--- src/design/trrcp_pkg.sv ---
// shared types and constants of the two-level round-robin connection picker
// used by trrcp_ctrl, trrcp_dpath and the top level; no dependencies
`timescale 1ns / 1ps
`default_nettype none

package trrcp_pkg;

   localparam int DEF_MAX_SERVERS = 16;
   localparam int DEF_MAX_CONNS   = 16;

   localparam int IDX_W = 4;   // server and slot index fields
   localparam int CNT_W = 5;   // counts and rotation pointers
   localparam int ST_W  = 4;   // connection status bits

   // status bit positions
   localparam int ST_RESTRICTED = 0;
   localparam int ST_QFULL      = 1;
   localparam int ST_NIP        = 2;
   localparam int ST_ALIVE      = 3;

   typedef enum logic [1:0] {
      ACT_PICK_GROUP   = 2'd0,
      ACT_PICK_SERVER  = 2'd1,
      ACT_WRITE_STATUS = 2'd2,
      ACT_SET_COUNT    = 2'd3
   } action_type;

   typedef struct packed {
      logic load;
      logic write_status;
      logic set_count;
      logic init_group;
      logic init_one;
      logic srv_step;
      logic pass_group;
      logic pass_one;
      logic conn_step;
      logic eval;
      logic finish;
      logic hit;
      logic emit;
   } dp_cmd_type;

   typedef struct packed {
      action_type action;
      logic       one_bad;
      logic       srv_done;
      logic       conn_done;
      logic       again;
      logic       hit;
      logic       out_free;
   } dp_status_type;

endpackage

`default_nettype wire

--- src/design/trrcp_dpath.sv ---
// datapath of the connection picker: pointers, counts, status memory, result registers
// depends on trrcp_pkg; driven by trrcp_ctrl
`timescale 1ns / 1ps
`default_nettype none

module trrcp_dpath #(
   parameter int MAX_SERVERS = trrcp_pkg::DEF_MAX_SERVERS,
   parameter int MAX_CONNS   = trrcp_pkg::DEF_MAX_CONNS
) (
   input  wire logic                           clock,
   input  wire logic                           reset,
   input  wire trrcp_pkg::dp_cmd_type          cmd,
   output trrcp_pkg::dp_status_type            status,
   input  wire logic                           csr_wr_en,
   input  wire logic [trrcp_pkg::CNT_W-1:0]    csr_wr_data,
   input  wire trrcp_pkg::action_type          in_action,
   input  wire logic [trrcp_pkg::IDX_W-1:0]    in_server,
   input  wire logic [trrcp_pkg::IDX_W-1:0]    in_conn,
   input  wire logic [trrcp_pkg::ST_W-1:0]     in_status,
   input  wire logic [trrcp_pkg::CNT_W-1:0]    in_count,
   input  wire logic                           out_ready,
   output logic                                out_valid,
   output logic                                out_found,
   output logic [trrcp_pkg::IDX_W-1:0]         out_server,
   output logic [trrcp_pkg::IDX_W-1:0]         out_conn
);
   import trrcp_pkg::*;

   // only slots an index field can reach hold state
   localparam int NumSrv   = (MAX_SERVERS < 2**IDX_W) ? MAX_SERVERS : 2**IDX_W;
   localparam int NumConn  = (MAX_CONNS < 2**IDX_W) ? MAX_CONNS : 2**IDX_W;
   localparam int SI_W     = (NumSrv > 1) ? $clog2(NumSrv) : 1;
   localparam int CI_W     = (NumConn > 1) ? $clog2(NumConn) : 1;
   localparam int AW       = SI_W + CI_W;
   localparam int MemDepth = 2**AW;

   logic [CNT_W-1:0] server_count_ff, server_count_in;
   logic [CNT_W-1:0] server_ptr_ff, server_ptr_in;
   logic [CNT_W-1:0] conn_ptr_ff [NumSrv];
   logic [CNT_W-1:0] conn_cnt_ff [NumSrv];
   logic [ST_W-1:0]  status_mem  [MemDepth];
   logic             valid_ff    [MemDepth];

   action_type       act_ff, act_in;
   logic [IDX_W-1:0] act_srv_ff, act_srv_in;
   logic [IDX_W-1:0] act_conn_ff, act_conn_in;
   logic [ST_W-1:0]  act_st_ff, act_st_in;
   logic [CNT_W-1:0] act_cnt_ff, act_cnt_in;

   logic [CNT_W-1:0] cur_srv_ff, cur_srv_in;
   logic [CNT_W-1:0] slot_ff, slot_in;
   logic [CNT_W-1:0] ksrv_ff, ksrv_in;
   logic [CNT_W-1:0] kconn_ff, kconn_in;
   logic             pass_ff, pass_in;
   logic             nip_ff, nip_in;
   logic [ST_W-1:0]  mem_q_ff;
   logic             vld_q_ff;
   logic             slot_ok_ff, slot_ok_in;

   logic             res_found_ff, res_found_in;
   logic [IDX_W-1:0] res_srv_ff, res_srv_in;
   logic [IDX_W-1:0] res_conn_ff, res_conn_in;
   logic             rsp_valid_ff, rsp_valid_in;
   logic             rsp_found_ff, rsp_found_in;
   logic [IDX_W-1:0] rsp_srv_ff, rsp_srv_in;
   logic [IDX_W-1:0] rsp_conn_ff, rsp_conn_in;

   logic             cur_ok;
   logic [SI_W-1:0]  cur_sel;
   logic [CNT_W-1:0] cur_cnt;
   logic [CNT_W-1:0] cur_ptr;
   logic [CNT_W:0]   c_inc;
   logic [CNT_W-1:0] adv_c;
   logic [CNT_W:0]   s_inc;
   logic [CNT_W-1:0] adv_s;
   logic [AW-1:0]    rd_addr;
   logic [AW-1:0]    wr_addr;
   logic             wr_srv_ok;
   logic             wr_conn_ok;
   logic [CNT_W-1:0] cnt_capped;
   logic [ST_W-1:0]  st_eff;
   logic             blocked;
   logic             nip_skip;

   always_comb begin
      cur_ok  = int'(cur_srv_ff) < NumSrv;
      cur_sel = cur_srv_ff[SI_W-1:0];
      cur_cnt = cur_ok ? conn_cnt_ff[cur_sel] : '0;
      cur_ptr = cur_ok ? conn_ptr_ff[cur_sel] : '0;
      c_inc   = {1'b0, cur_ptr} + 1'b1;
      adv_c   = (c_inc >= {1'b0, cur_cnt}) ? '0 : c_inc[CNT_W-1:0];
      s_inc   = {1'b0, server_ptr_ff} + 1'b1;
      adv_s   = (s_inc >= {1'b0, server_count_ff}) ? '0 : s_inc[CNT_W-1:0];
      rd_addr = {cur_sel, adv_c[CI_W-1:0]};
      wr_addr = {act_srv_ff[SI_W-1:0], act_conn_ff[CI_W-1:0]};
      wr_srv_ok  = int'(act_srv_ff) < NumSrv;
      wr_conn_ok = int'(act_conn_ff) < NumConn;
      cnt_capped = (int'(act_cnt_ff) > MAX_CONNS) ? CNT_W'(MAX_CONNS) : act_cnt_ff;
      st_eff   = (vld_q_ff && slot_ok_ff) ? mem_q_ff : '0;
      blocked  = st_eff[ST_RESTRICTED] | st_eff[ST_QFULL];
      nip_skip = !pass_ff && st_eff[ST_NIP];
   end

   always_comb begin
      status.action    = act_ff;
      status.one_bad   = {1'b0, act_srv_ff} >= server_count_ff;
      status.srv_done  = ksrv_ff == server_count_ff;
      status.conn_done = kconn_ff == cur_cnt;
      status.again     = !pass_ff && nip_ff;
      status.hit       = !blocked && !nip_skip && st_eff[ST_ALIVE];
      status.out_free  = !rsp_valid_ff || out_ready;
   end

   always_comb begin
      server_count_in = server_count_ff;
      if (csr_wr_en) begin
         server_count_in = (int'(csr_wr_data) > MAX_SERVERS) ?
                           CNT_W'(MAX_SERVERS) : csr_wr_data;
      end

      act_in      = act_ff;
      act_srv_in  = act_srv_ff;
      act_conn_in = act_conn_ff;
      act_st_in   = act_st_ff;
      act_cnt_in  = act_cnt_ff;
      if (cmd.load) begin
         act_in      = in_action;
         act_srv_in  = in_server;
         act_conn_in = in_conn;
         act_st_in   = in_status;
         act_cnt_in  = in_count;
      end

      server_ptr_in = server_ptr_ff;
      cur_srv_in    = cur_srv_ff;
      slot_in       = slot_ff;
      slot_ok_in    = slot_ok_ff;
      ksrv_in       = ksrv_ff;
      kconn_in      = kconn_ff;
      pass_in       = pass_ff;
      nip_in        = nip_ff;
      if (cmd.init_group) begin
         ksrv_in = '0;
         pass_in = 1'b0;
         nip_in  = 1'b0;
      end
      if (cmd.init_one) begin
         cur_srv_in = {1'b0, act_srv_ff};
         kconn_in   = '0;
         pass_in    = 1'b0;
         nip_in     = 1'b0;
      end
      if (cmd.srv_step) begin
         server_ptr_in = adv_s;
         cur_srv_in    = adv_s;
         ksrv_in       = ksrv_ff + 1'b1;
         kconn_in      = '0;
      end
      if (cmd.pass_group) begin
         pass_in = 1'b1;
         ksrv_in = '0;
      end
      if (cmd.pass_one) begin
         pass_in  = 1'b1;
         kconn_in = '0;
      end
      if (cmd.conn_step) begin
         slot_in    = adv_c;
         slot_ok_in = int'(adv_c) < NumConn;
         kconn_in   = kconn_ff + 1'b1;
      end
      if (cmd.eval && !blocked && nip_skip && st_eff[ST_ALIVE]) begin
         nip_in = 1'b1;
      end

      res_found_in = res_found_ff;
      res_srv_in   = res_srv_ff;
      res_conn_in  = res_conn_ff;
      if (cmd.finish) begin
         res_found_in = cmd.hit;
         res_srv_in   = cmd.hit ? cur_srv_ff[IDX_W-1:0] : '0;
         res_conn_in  = cmd.hit ? slot_ff[IDX_W-1:0] : '0;
      end

      rsp_valid_in = rsp_valid_ff && !out_ready;
      rsp_found_in = rsp_found_ff;
      rsp_srv_in   = rsp_srv_ff;
      rsp_conn_in  = rsp_conn_ff;
      if (cmd.emit) begin
         rsp_valid_in = 1'b1;
         rsp_found_in = res_found_ff;
         rsp_srv_in   = res_srv_ff;
         rsp_conn_in  = res_conn_ff;
      end
   end

   always_ff @(posedge clock) begin
      if (reset) begin
         server_count_ff <= '0;
         server_ptr_ff   <= '0;
         rsp_valid_ff    <= 1'b0;
      end else begin
         server_count_ff <= server_count_in;
         server_ptr_ff   <= server_ptr_in;
         rsp_valid_ff    <= rsp_valid_in;
      end
   end

   always_ff @(posedge clock) begin
      act_ff       <= act_in;
      act_srv_ff   <= act_srv_in;
      act_conn_ff  <= act_conn_in;
      act_st_ff    <= act_st_in;
      act_cnt_ff   <= act_cnt_in;
      cur_srv_ff   <= cur_srv_in;
      slot_ff      <= slot_in;
      slot_ok_ff   <= slot_ok_in;
      ksrv_ff      <= ksrv_in;
      kconn_ff     <= kconn_in;
      pass_ff      <= pass_in;
      nip_ff       <= nip_in;
      res_found_ff <= res_found_in;
      res_srv_ff   <= res_srv_in;
      res_conn_ff  <= res_conn_in;
      rsp_found_ff <= rsp_found_in;
      rsp_srv_ff   <= rsp_srv_in;
      rsp_conn_ff  <= rsp_conn_in;
   end

   // per-server slot pointers and counts
   always_ff @(posedge clock) begin
      if (reset) begin
         for (int i = 0; i < NumSrv; i++) begin
            conn_ptr_ff[i] <= '0;
            conn_cnt_ff[i] <= '0;
         end
      end else begin
         if (cmd.set_count && wr_srv_ok) begin
            conn_cnt_ff[act_srv_ff[SI_W-1:0]] <= cnt_capped;
            conn_ptr_ff[act_srv_ff[SI_W-1:0]] <= '0;
         end
         if (cmd.conn_step && cur_ok) begin
            conn_ptr_ff[cur_sel] <= adv_c;
         end
      end
   end

   // valid bits: an unwritten entry reads as all zero
   always_ff @(posedge clock) begin
      if (reset) begin
         for (int i = 0; i < MemDepth; i++) begin
            valid_ff[i] <= 1'b0;
         end
      end else if (cmd.write_status && wr_srv_ok && wr_conn_ok) begin
         valid_ff[wr_addr] <= 1'b1;
      end
   end

   always_ff @(posedge clock) begin
      vld_q_ff <= valid_ff[rd_addr];
   end

   // connection status memory
   always_ff @(posedge clock) begin
      if (cmd.write_status && wr_srv_ok && wr_conn_ok) begin
         status_mem[wr_addr] <= act_st_ff;
      end
      mem_q_ff <= status_mem[rd_addr];
   end

   assign out_valid  = rsp_valid_ff;
   assign out_found  = rsp_found_ff;
   assign out_server = rsp_srv_ff;
   assign out_conn   = rsp_conn_ff;

endmodule

`default_nettype wire

--- src/design/trrcp_ctrl.sv ---
// sequencing state machine of the connection picker
// depends on trrcp_pkg; commands trrcp_dpath
`timescale 1ns / 1ps
`default_nettype none

module trrcp_ctrl (
   input  wire logic                     clock,
   input  wire logic                     reset,
   input  wire logic                     in_valid,
   output logic                          in_ready,
   input  wire trrcp_pkg::dp_status_type status,
   output trrcp_pkg::dp_cmd_type         cmd
);
   import trrcp_pkg::*;

   typedef enum logic [5:0] {
      S_IDLE      = 6'b000001,
      S_DECODE    = 6'b000010,
      S_SRV_STEP  = 6'b000100,
      S_CONN_STEP = 6'b001000,
      S_EVAL      = 6'b010000,
      S_DONE      = 6'b100000
   } state_type;

   state_type state_ff, state_in;

   always_comb begin
      state_in = state_ff;
      cmd      = '0;
      in_ready = 1'b0;
      unique case (state_ff)
         S_IDLE: begin
            in_ready = 1'b1;
            if (in_valid) begin
               cmd.load = 1'b1;
               state_in = S_DECODE;
            end
         end
         S_DECODE: begin
            unique case (status.action)
               ACT_PICK_GROUP: begin
                  cmd.init_group = 1'b1;
                  state_in       = S_SRV_STEP;
               end
               ACT_PICK_SERVER: begin
                  if (status.one_bad) begin
                     cmd.finish = 1'b1;
                     state_in   = S_DONE;
                  end else begin
                     cmd.init_one = 1'b1;
                     state_in     = S_CONN_STEP;
                  end
               end
               ACT_WRITE_STATUS: begin
                  cmd.write_status = 1'b1;
                  cmd.finish       = 1'b1;
                  state_in         = S_DONE;
               end
               ACT_SET_COUNT: begin
                  cmd.set_count = 1'b1;
                  cmd.finish    = 1'b1;
                  state_in      = S_DONE;
               end
            endcase
         end
         S_SRV_STEP: begin
            if (!status.srv_done) begin
               cmd.srv_step = 1'b1;
               state_in     = S_CONN_STEP;
            end else if (status.again) begin
               cmd.pass_group = 1'b1;
            end else begin
               cmd.finish = 1'b1;
               state_in   = S_DONE;
            end
         end
         S_CONN_STEP: begin
            if (!status.conn_done) begin
               cmd.conn_step = 1'b1;
               state_in      = S_EVAL;
            end else if (status.action == ACT_PICK_GROUP) begin
               state_in = S_SRV_STEP;
            end else if (status.again) begin
               cmd.pass_one = 1'b1;
            end else begin
               cmd.finish = 1'b1;
               state_in   = S_DONE;
            end
         end
         S_EVAL: begin
            cmd.eval = 1'b1;
            if (status.hit) begin
               cmd.finish = 1'b1;
               cmd.hit    = 1'b1;
               state_in   = S_DONE;
            end else begin
               state_in = S_CONN_STEP;
            end
         end
         S_DONE: begin
            if (status.out_free) begin
               cmd.emit = 1'b1;
               state_in = S_IDLE;
            end
         end
         default: begin
            state_in = S_IDLE;
         end
      endcase
   end

   always_ff @(posedge clock) begin
      if (reset) begin
         state_ff <= S_IDLE;
      end else begin
         state_ff <= state_in;
      end
   end

endmodule

`default_nettype wire

--- src/design/two_level_round_robin_conn_picker.sv ---
// Two-level round-robin connection picker.
// One request beat on req_* carries an action in req_tuser. A group pick
// rotates over the servers and, inside each, over its connection slots,
// skipping restricted and queue-full slots; a first pass also skips slots
// holding a non-idempotent request and reruns without that skip if any such
// slot was live. A server pick does the same inside one server. Writes set
// a slot's status bits or a server's slot count (clearing its slot pointer).
// Every request beat yields exactly one response beat on rsp_*.
// A pick probes slots in turn, each by a memory read and then an evaluate
// step, and passes through a server step for each server entered or left
// without a hit. req_tready rises in the same cycle as rsp_tvalid.
// One request is worked on at a time; req_tready is high only when the
// sequencer is idle. A finished response waits in the output register
// while the next request is accepted; a stalled rsp_tready holds that
// response and stops the sequencer only once its next result is ready.
// Reset clears the server count, all pointers, counts and slot status.
// csr_wr_en writes the server count; keep it to idle cycles (not enforced).
// depends on trrcp_pkg, trrcp_ctrl and trrcp_dpath
`timescale 1ns / 1ps
`default_nettype none

module two_level_round_robin_conn_picker #(
   parameter int MAX_SERVERS = trrcp_pkg::DEF_MAX_SERVERS,
   parameter int MAX_CONNS   = trrcp_pkg::DEF_MAX_CONNS
) (
   input  wire logic                        clock,
   input  wire logic                        reset,
   input  wire logic                        req_tvalid,
   output logic                             req_tready,
   // server_index[3:0], conn_index[7:4], restricted[8], queue_full[9],
   // holds_nonidempotent[10], alive[11], new_conn_count[16:12], zero pad
   input  wire logic [23:0]                 req_tdata,
   // action[1:0]
   input  wire logic [1:0]                  req_tuser,
   output logic                             rsp_tvalid,
   input  wire logic                        rsp_tready,
   // chosen_server[3:0], chosen_conn[7:4]
   output logic [7:0]                       rsp_tdata,
   // found[0]
   output logic                             rsp_tuser,
   input  wire logic                        csr_wr_en,
   input  wire logic [trrcp_pkg::CNT_W-1:0] csr_wr_data
);
   import trrcp_pkg::*;

   dp_cmd_type       cmd;
   dp_status_type    status;
   logic [IDX_W-1:0] out_server;
   logic [IDX_W-1:0] out_conn;

   trrcp_ctrl u_ctrl (
      .clock    (clock),
      .reset    (reset),
      .in_valid (req_tvalid),
      .in_ready (req_tready),
      .status   (status),
      .cmd      (cmd)
   );

   trrcp_dpath #(
      .MAX_SERVERS (MAX_SERVERS),
      .MAX_CONNS   (MAX_CONNS)
   ) u_dpath (
      .clock       (clock),
      .reset       (reset),
      .cmd         (cmd),
      .status      (status),
      .csr_wr_en   (csr_wr_en),
      .csr_wr_data (csr_wr_data),
      .in_action   (action_type'(req_tuser)),
      .in_server   (req_tdata[3:0]),
      .in_conn     (req_tdata[7:4]),
      .in_status   (req_tdata[11:8]),
      .in_count    (req_tdata[16:12]),
      .out_ready   (rsp_tready),
      .out_valid   (rsp_tvalid),
      .out_found   (rsp_tuser),
      .out_server  (out_server),
      .out_conn    (out_conn)
   );

   assign rsp_tdata = {out_conn, out_server};

endmodule

`default_nettype wire
--- config.mk ---
export PLATFORM = sky130hd
export DESIGN_NAME = two_level_round_robin_conn_picker
export DESIGN_NICKNAME = d
export VERILOG_FILES = /design/src/design/trrcp_pkg.sv /design/src/design/trrcp_dpath.sv /design/src/design/trrcp_ctrl.sv /design/src/design/two_level_round_robin_conn_picker.sv
export SDC_FILE = /design/constraint.sdc
export NUM_CORES = 2
export LEC_CHECK = 0
export BUFFER_PORTS_ARGS = -buffer_cell sky130_fd_sc_hd__buf_2
export CAP_MARGIN = 20
export CORE_UTILIZATION = 35
export CTS_CLUSTER_DIAMETER = 40
export DETAILED_ROUTE_END_ITERATION = 12
export PLACE_DENSITY = 0.53
export REMOVE_ABC_BUFFERS = 1
export SYNTH_ARGS = -nofsm -noshare
export SYNTH_HDL_FRONTEND = slang
export SYNTH_SLANG_ARGS = --single-unit
--- constraint.sdc ---
create_clock -name clock -period 6.8 [get_ports clock]
set_clock_uncertainty 0.15 [all_clocks]
set_input_delay 0.68 -clock clock [delete_from_list [all_inputs] [get_ports clock]]
set_output_delay 0.68 -clock clock [all_outputs]
set_load 0.05 [all_outputs]
## Yosys cells after proc, flatten, opt, wreduce, memory -nomap -nowiden

Memories as Yosys holds them, arrays and structs flattened. A register that Yosys moved wholly into a read port is not among the register bits.
Cells that the tools add are included.

| cells by class | value |
|---|---|
| multiply operators | 0 |
| add/sub/neg operators | 4 |
| shifts and indexed selects | 0 |
| $lt $le $gt $ge | 7 |
| reduce and logical (&&, ||, !) cells | 28 |
| bitwise gates (word level) | 1 |
| divide/modulo/power cells | 0 |
| muxes and demuxes | 83 |
| equality and inequality tests | 13 |

Operator list:

| cell | number |
|---|---|
| 2-to-1 mux 5 bit | 17 |
| 2-to-1 mux 6 bit | 8 |
| 2-to-1 mux 1 bit | 43 |
| one-hot mux 6 bit (6 select lines) | 1 |
| 2-to-1 mux 4 bit | 7 |
| one-hot mux 6 bit (3 select lines) | 1 |
| OR reduction 5 bit | 3 |
| adder 5 x 1 -> 6 bit, second input constant | 2 |
| >= comparator 6 x 5 -> 1 bit | 2 |
| adder 5 x 1 -> 5 bit, second input constant | 2 |
| equality test 5 bit | 2 |
| > comparator 5 bit, second input constant | 2 |
| logical AND 1 bit | 10 |
| less-than comparator 5 bit, second input constant | 2 |
| 2-to-1 mux 8 bit | 1 |
| equality test 6 x 1 -> 1 bit, second input constant | 1 |
| equality test 6 x 2 -> 1 bit, second input constant | 1 |
| equality test 6 x 3 -> 1 bit, second input constant | 1 |
| equality test 6 x 4 -> 1 bit, second input constant | 1 |
| equality test 6 x 5 -> 1 bit, second input constant | 1 |
| equality test 6 bit, second input constant | 1 |
| 2-to-1 mux 2 bit | 3 |
| nonzero test 2 bit | 3 |
| >= comparator 4 x 5 -> 1 bit | 1 |
| other kinds (13) | 20 |

| word-level totals | value |
|---|---|
| memories | 4 |
| output and inout port bits | 11 |
| RAM bits | 1440 |
| input port bits | 36 |
| ROM bits | 0 |
| bits in latches | 0 |
| register bits | 76 |

Memory list:

| memory | words | width | read ports | clocked after memory_dff | wr ports | line | RTL |
|---|---|---|---|---|---|---|---|
| u_dpath.status_mem | 256 | 4 | 1 | 1 | 1 | trrcp_dpath.sv:41 | `logic [ST_W-1:0] status_mem [MemDepth];` |
| u_dpath.valid_ff | 256 | 1 | 1 | 1 | 256 | trrcp_dpath.sv:42 | `logic valid_ff [MemDepth];` |
| u_dpath.conn_cnt_ff | 16 | 5 | 1 | 1 | 16 | trrcp_dpath.sv:40 | `logic [CNT_W-1:0] conn_cnt_ff [NumSrv];` |
| u_dpath.conn_ptr_ff | 16 | 5 | 1 | 1 | 16 | trrcp_dpath.sv:39 | `logic [CNT_W-1:0] conn_ptr_ff [NumSrv];` |

## Longest topological paths before layout

| logic depth | value |
|---|---|
| depth in word-level cells | 12 |
| depth in mapped cells | 32 |
| depth with buffers taken out | 21 |

## Hierarchy

A second synthesis with hierarchy kept.

| second synthesis, totals | value |
|---|---|
| cell total of the unflattened synthesis | 5232 |
| area total of the unflattened synthesis | 63538.4 µm² |

Modules (own cells, without submodules):

| module | instances | cells each | area an instance (µm²) | seq. area each (µm²) |
|---|---|---|---|---|
| trrcp_dpath | 1 | 5175 | 63079.2 | 42781.0 |
| trrcp_ctrl | 1 | 57 | 459.2 | 120.1 |

## Least setup slack after synthesis

No wires, ideal clock.

| timing | value |
|---|---|
| kind | reg-to-reg |
| start point | register with a tool-made name |
| end point | register u_dpath.mem_q_ff[3] (read register of u_dpath.status_mem) |
| data required time | 6534 ps |
| data arrival time | 5664 ps |
| cell stages (with the launch flop) | 30 |
| slack | 870 ps |
| cells stage by stage | dfxtp_1 > buf_6 > buf_6 > buf_6 > mux4_2 > o22a_1 > inv_2 > buf_2 > buf_2 > buf_2 > buf_2 > buf_2 > ha_1 > and4_1 > nor2_1 > nor2_1 > xor2_1 > ha_1 > a21o_1 > a21o_1 > clkbuf_1 > nor3_1 > nand3_1 > buf_2 > buf_2 > buf_2 > a2111oi_0 > o21ai_1 > a2111o_1 > a31o_1 |

RTL lines:

| what | line | RTL |
|---|---|---|
| end: declaration | trrcp_dpath.sv:56 | `logic [ST_W-1:0] mem_q_ff;` |

==> reports/metrics.cfg <==
[detailed_routing]
drc_errors=0
drtAntennaViolNets=0
vias=45000
drt_iter0_markers=4951
wl_mm=209
via_per_inst=5.50
wl_per_cell_um=25.6
firstDrtPassIters=6

[clock_tree]
ctsRootBufferMaster=clkbuf_16
clock_latency_ns=0.86
postCtsSetupBuffers=0
cts_max_level=4
cts.sinks=1525
cts_made_buffers=218
cts_tree=built
cts.path.max_buffers=3
clk_pin_slew_ns=0.06

[place]
dp_slack_ns=0.274
hpwlAfterDp_mm=126
io_buffers=39
gp_congestion=0.864

[synth]
synth_area_mm2=0.0632
synth_cell_types=81
ys_seq_area_share_pct=67.9
synth_area_leaders=edfxtp_1 (59%), dfxtp_1 (9.2%), nor2_1 (6.8%), nand2_1 (4.2%), nand3_1 (3.5%)
syn_area_per_cell_um2=11.5
synth_top_area_cell=edfxtp_1
synthArstFlopShare_pct=0
synth_cells=5519
yosysWarningCount=0
yosys_register_bits=1525
synth_ff_type=edfxtp_1
synth_edf_count=1236
yosysTopAreaCellShare_pct=58.7

[setup_path]
cp_max_fo=49
cp.required_ns=7.43
slowest_stage=a311oi_1
worstSetupPathType=register to register
crit_top_cell=buf_4
path_cells=buf_4 -> mux4_2 -> mux2i_1 -> mux2i_1 -> nor2b_1 -> ha_1 -> or3_1 -> and2_1 -> ha_1 -> o211a_1 -> a21o_4 -> nor2_1 -> o21ai_4 -> inv_8 -> buf_4 -> buf_4 -> o31ai_1 -> a311oi_1 -> a221oi_1 -> buf_4 -> a311oi_1 -> buf_4 -> a31o_1
critPathLaunchType=register
crit_path_end_kind=register
crit_arrival_ns=7.31
max_stage_delay_ns=0.57
crit_family=compound AO/OA/AOI/OAI gates
path_buf_inv=6

[layout]
fillers=16700
nNetsFinal=5674
drive_gt1_share_pct=12.1
area_delta_synth_final_pct=18.6

[job]
cap_viol_max_count=0

[timing]
slew_violations=0
finalSetupViolCount=0
fin_setup_tns_ns=0
final-hold-violation-count=0
fin_crit_ns=6.69
fin_ws_ns=0.112
fmax_ghz=0.150
rsz0062_at_grt=no
post-route-period-util_pct=98.4
tightest_slew_ns=1.22
slew_headroom_pct=18.9

[global_route]
grt_max_degree=185
antenna_found_initial=3
grt_pass1_vias=43100
grt-ovfl-total=0
grt_usage_pct=22.6
grt_pass1_wl_mm=302

[floorplan]
io_pins=47
design.die.area_mm2=0.182
fp-row-count=155
die_h_um=427
core_area_mm2=0.179
start_util_pct=35.3
die_w_um=427

[min_path]
holdCritPathClass=input port to register

[power]
ir_worst_vdd_mv=0.252
power_density_mw_per_mm2=309
power.leakage_nw=25.8

[outcome]
status=completed

## synthesized netlist by cell type, drive strengths merged (44+ instances only)
master  number
dfxtp      289
a21oi      100
nor3       216
mux4        44
or3         61
nor2      1151
nand2b      44
edfxtp    1236
nand3      438
o21ai      208
a31oi       51
nand2      709
mux2i      116
o211ai      72
clkbuf     191
buf        191
## flip-flops by register name, summed over array words and instances, names as in the netlist, 2 cells and up, named ones only
| signal | flops |
|---|---|
| u_dpath.status_mem | 1024 |
| u_dpath.valid_ff | 256 |
| u_dpath.conn_cnt_ff | 80 |
| u_dpath.conn_ptr_ff | 80 |
| u_ctrl.state_ff | 6 |
| u_dpath.act_cnt_ff | 5 |
| u_dpath.cur_srv_ff | 5 |
| u_dpath.kconn_ff | 5 |
| u_dpath.ksrv_ff | 5 |
| u_dpath.server_count_ff | 5 |
| u_dpath.server_ptr_ff | 5 |
| u_dpath.act_conn_ff | 4 |
| u_dpath.act_srv_ff | 4 |
| u_dpath.act_st_ff | 4 |
| u_dpath.mem_q_ff | 4 |
| u_dpath.out_conn | 4 |
| u_dpath.out_server | 4 |
| u_dpath.res_conn_ff | 4 |
| u_dpath.res_srv_ff | 4 |
| u_dpath.slot_ff | 4 |
| u_dpath.act_ff | 2 |
## stage by stage
step	hold slack [ns]	util [%]	std cells	area, um^2	power, mW
2_1_floorplan	0.250	-	5137	61500	10.8
3_3_place_gp	0.260	37.2	7724	66600	11.1
3_5_place_dp	0.258	37.2	7726	66700	11.1
6_report	0.105	41.9	8172	75000	23.2
4_1_cts	0.0427	41.9	8171	75000	23.3
5_1_grt	0.0945	41.9	8171	75000	23.7
## cell families after synthesis
family / after synthesis / share of synthesized area (%)
AND/OR/NAND/NOR: 2756 / 18.7
flip-flops: 1525 / 67.9
AO/OA/AOI/OAI: 628 / 6.38
buffers and inverters: 405 / 2.84
multiplexers: 170 / 3.58
adder cells (fa/ha/maj): 18 / 0.356
XOR/XNOR: 17 / 0.236
## routing by layer
metal / up-vias / GRT usage (%) / wire [um]
met1: 22600 / 30.8 / 88600
met5: - / 0 / 0
li1: 20200 / - / -
met4: 0 / 7.41 / 6930
met3: 378 / 3.70 / 15000
met2: 1885 / 36.6 / 98400
## final cells by class
type / instances / area, um^2 / share of cell area [%]
multi-input cells: 3589 / 18600 / 24.8
clock inverters: 167 / 2320 / 3.09
well taps: 2355 / 2950 / 3.93
repair buffers: 263 / 2420 / 3.23
flip-flops and latches: 1525 / 42900 / 57.2
inverters: 23 / 123 / 0.164
diodes: 1 / 2.50 / 0.00334
clock buffers: 249 / 5700 / 7.61
## where the power goes
| group | total [mW] | switching (mW) | internal (mW) |
|---|---|---|---|
| logic | 0.707 | 0.532 | 0.176 |
| clock network | 12.3 | 4.57 | 7.69 |
| registers | 10.2 | 0.0415 | 10.2 |
## placed cells by master (no fill, tap or decap), drive strengths merged, types with 51 or more instances in the layout
cell type	count
mux2i	116
nor2	1151
a21oi	100
a31oi	51
nand3	438
buf	234
nand2	709
edfxtp	1236
nor3	216
o211ai	72
o21ai	208
inv	58
clkbuf	249
dfxtp	289
or3	61
clkinv	76
## worst register-to-register path, delay by kind of cell, from the launching register on
| kind | cells | cell delay (ns) |
|---|---|---|
| compound gates | 8 | 1.91 |
| buf+inv | 6 | 1.53 |
| simple gates | 4 | 1.07 |
| mux | 3 | 0.90 |
| flops | 1 | 0.53 |
| fa+ha+maj | 2 | 0.51 |
## timing repair
item,in CTS,in global routing
hold buffers,29,0
endpoints found under the setup margin,0,1
endpoints found under the hold margin,26,0
resized for setup,0,2
## worst paths after layout
check / from / end / slack (ns) / depth (start not counted)
hold reg to reg: u_dpath.res_found_ff / u_dpath.out_found / 0.27 / 0
hold / removal: reset / u_dpath.valid_ff[116] / 0.11 / 2
setup reg to reg: register / u_dpath.mem_q_ff[3] / 0.11 / 23
setup / recovery: register / u_dpath.mem_q_ff[3] / 0.11 / 23
Note: power is estimated with default switching activity, not from simulation.
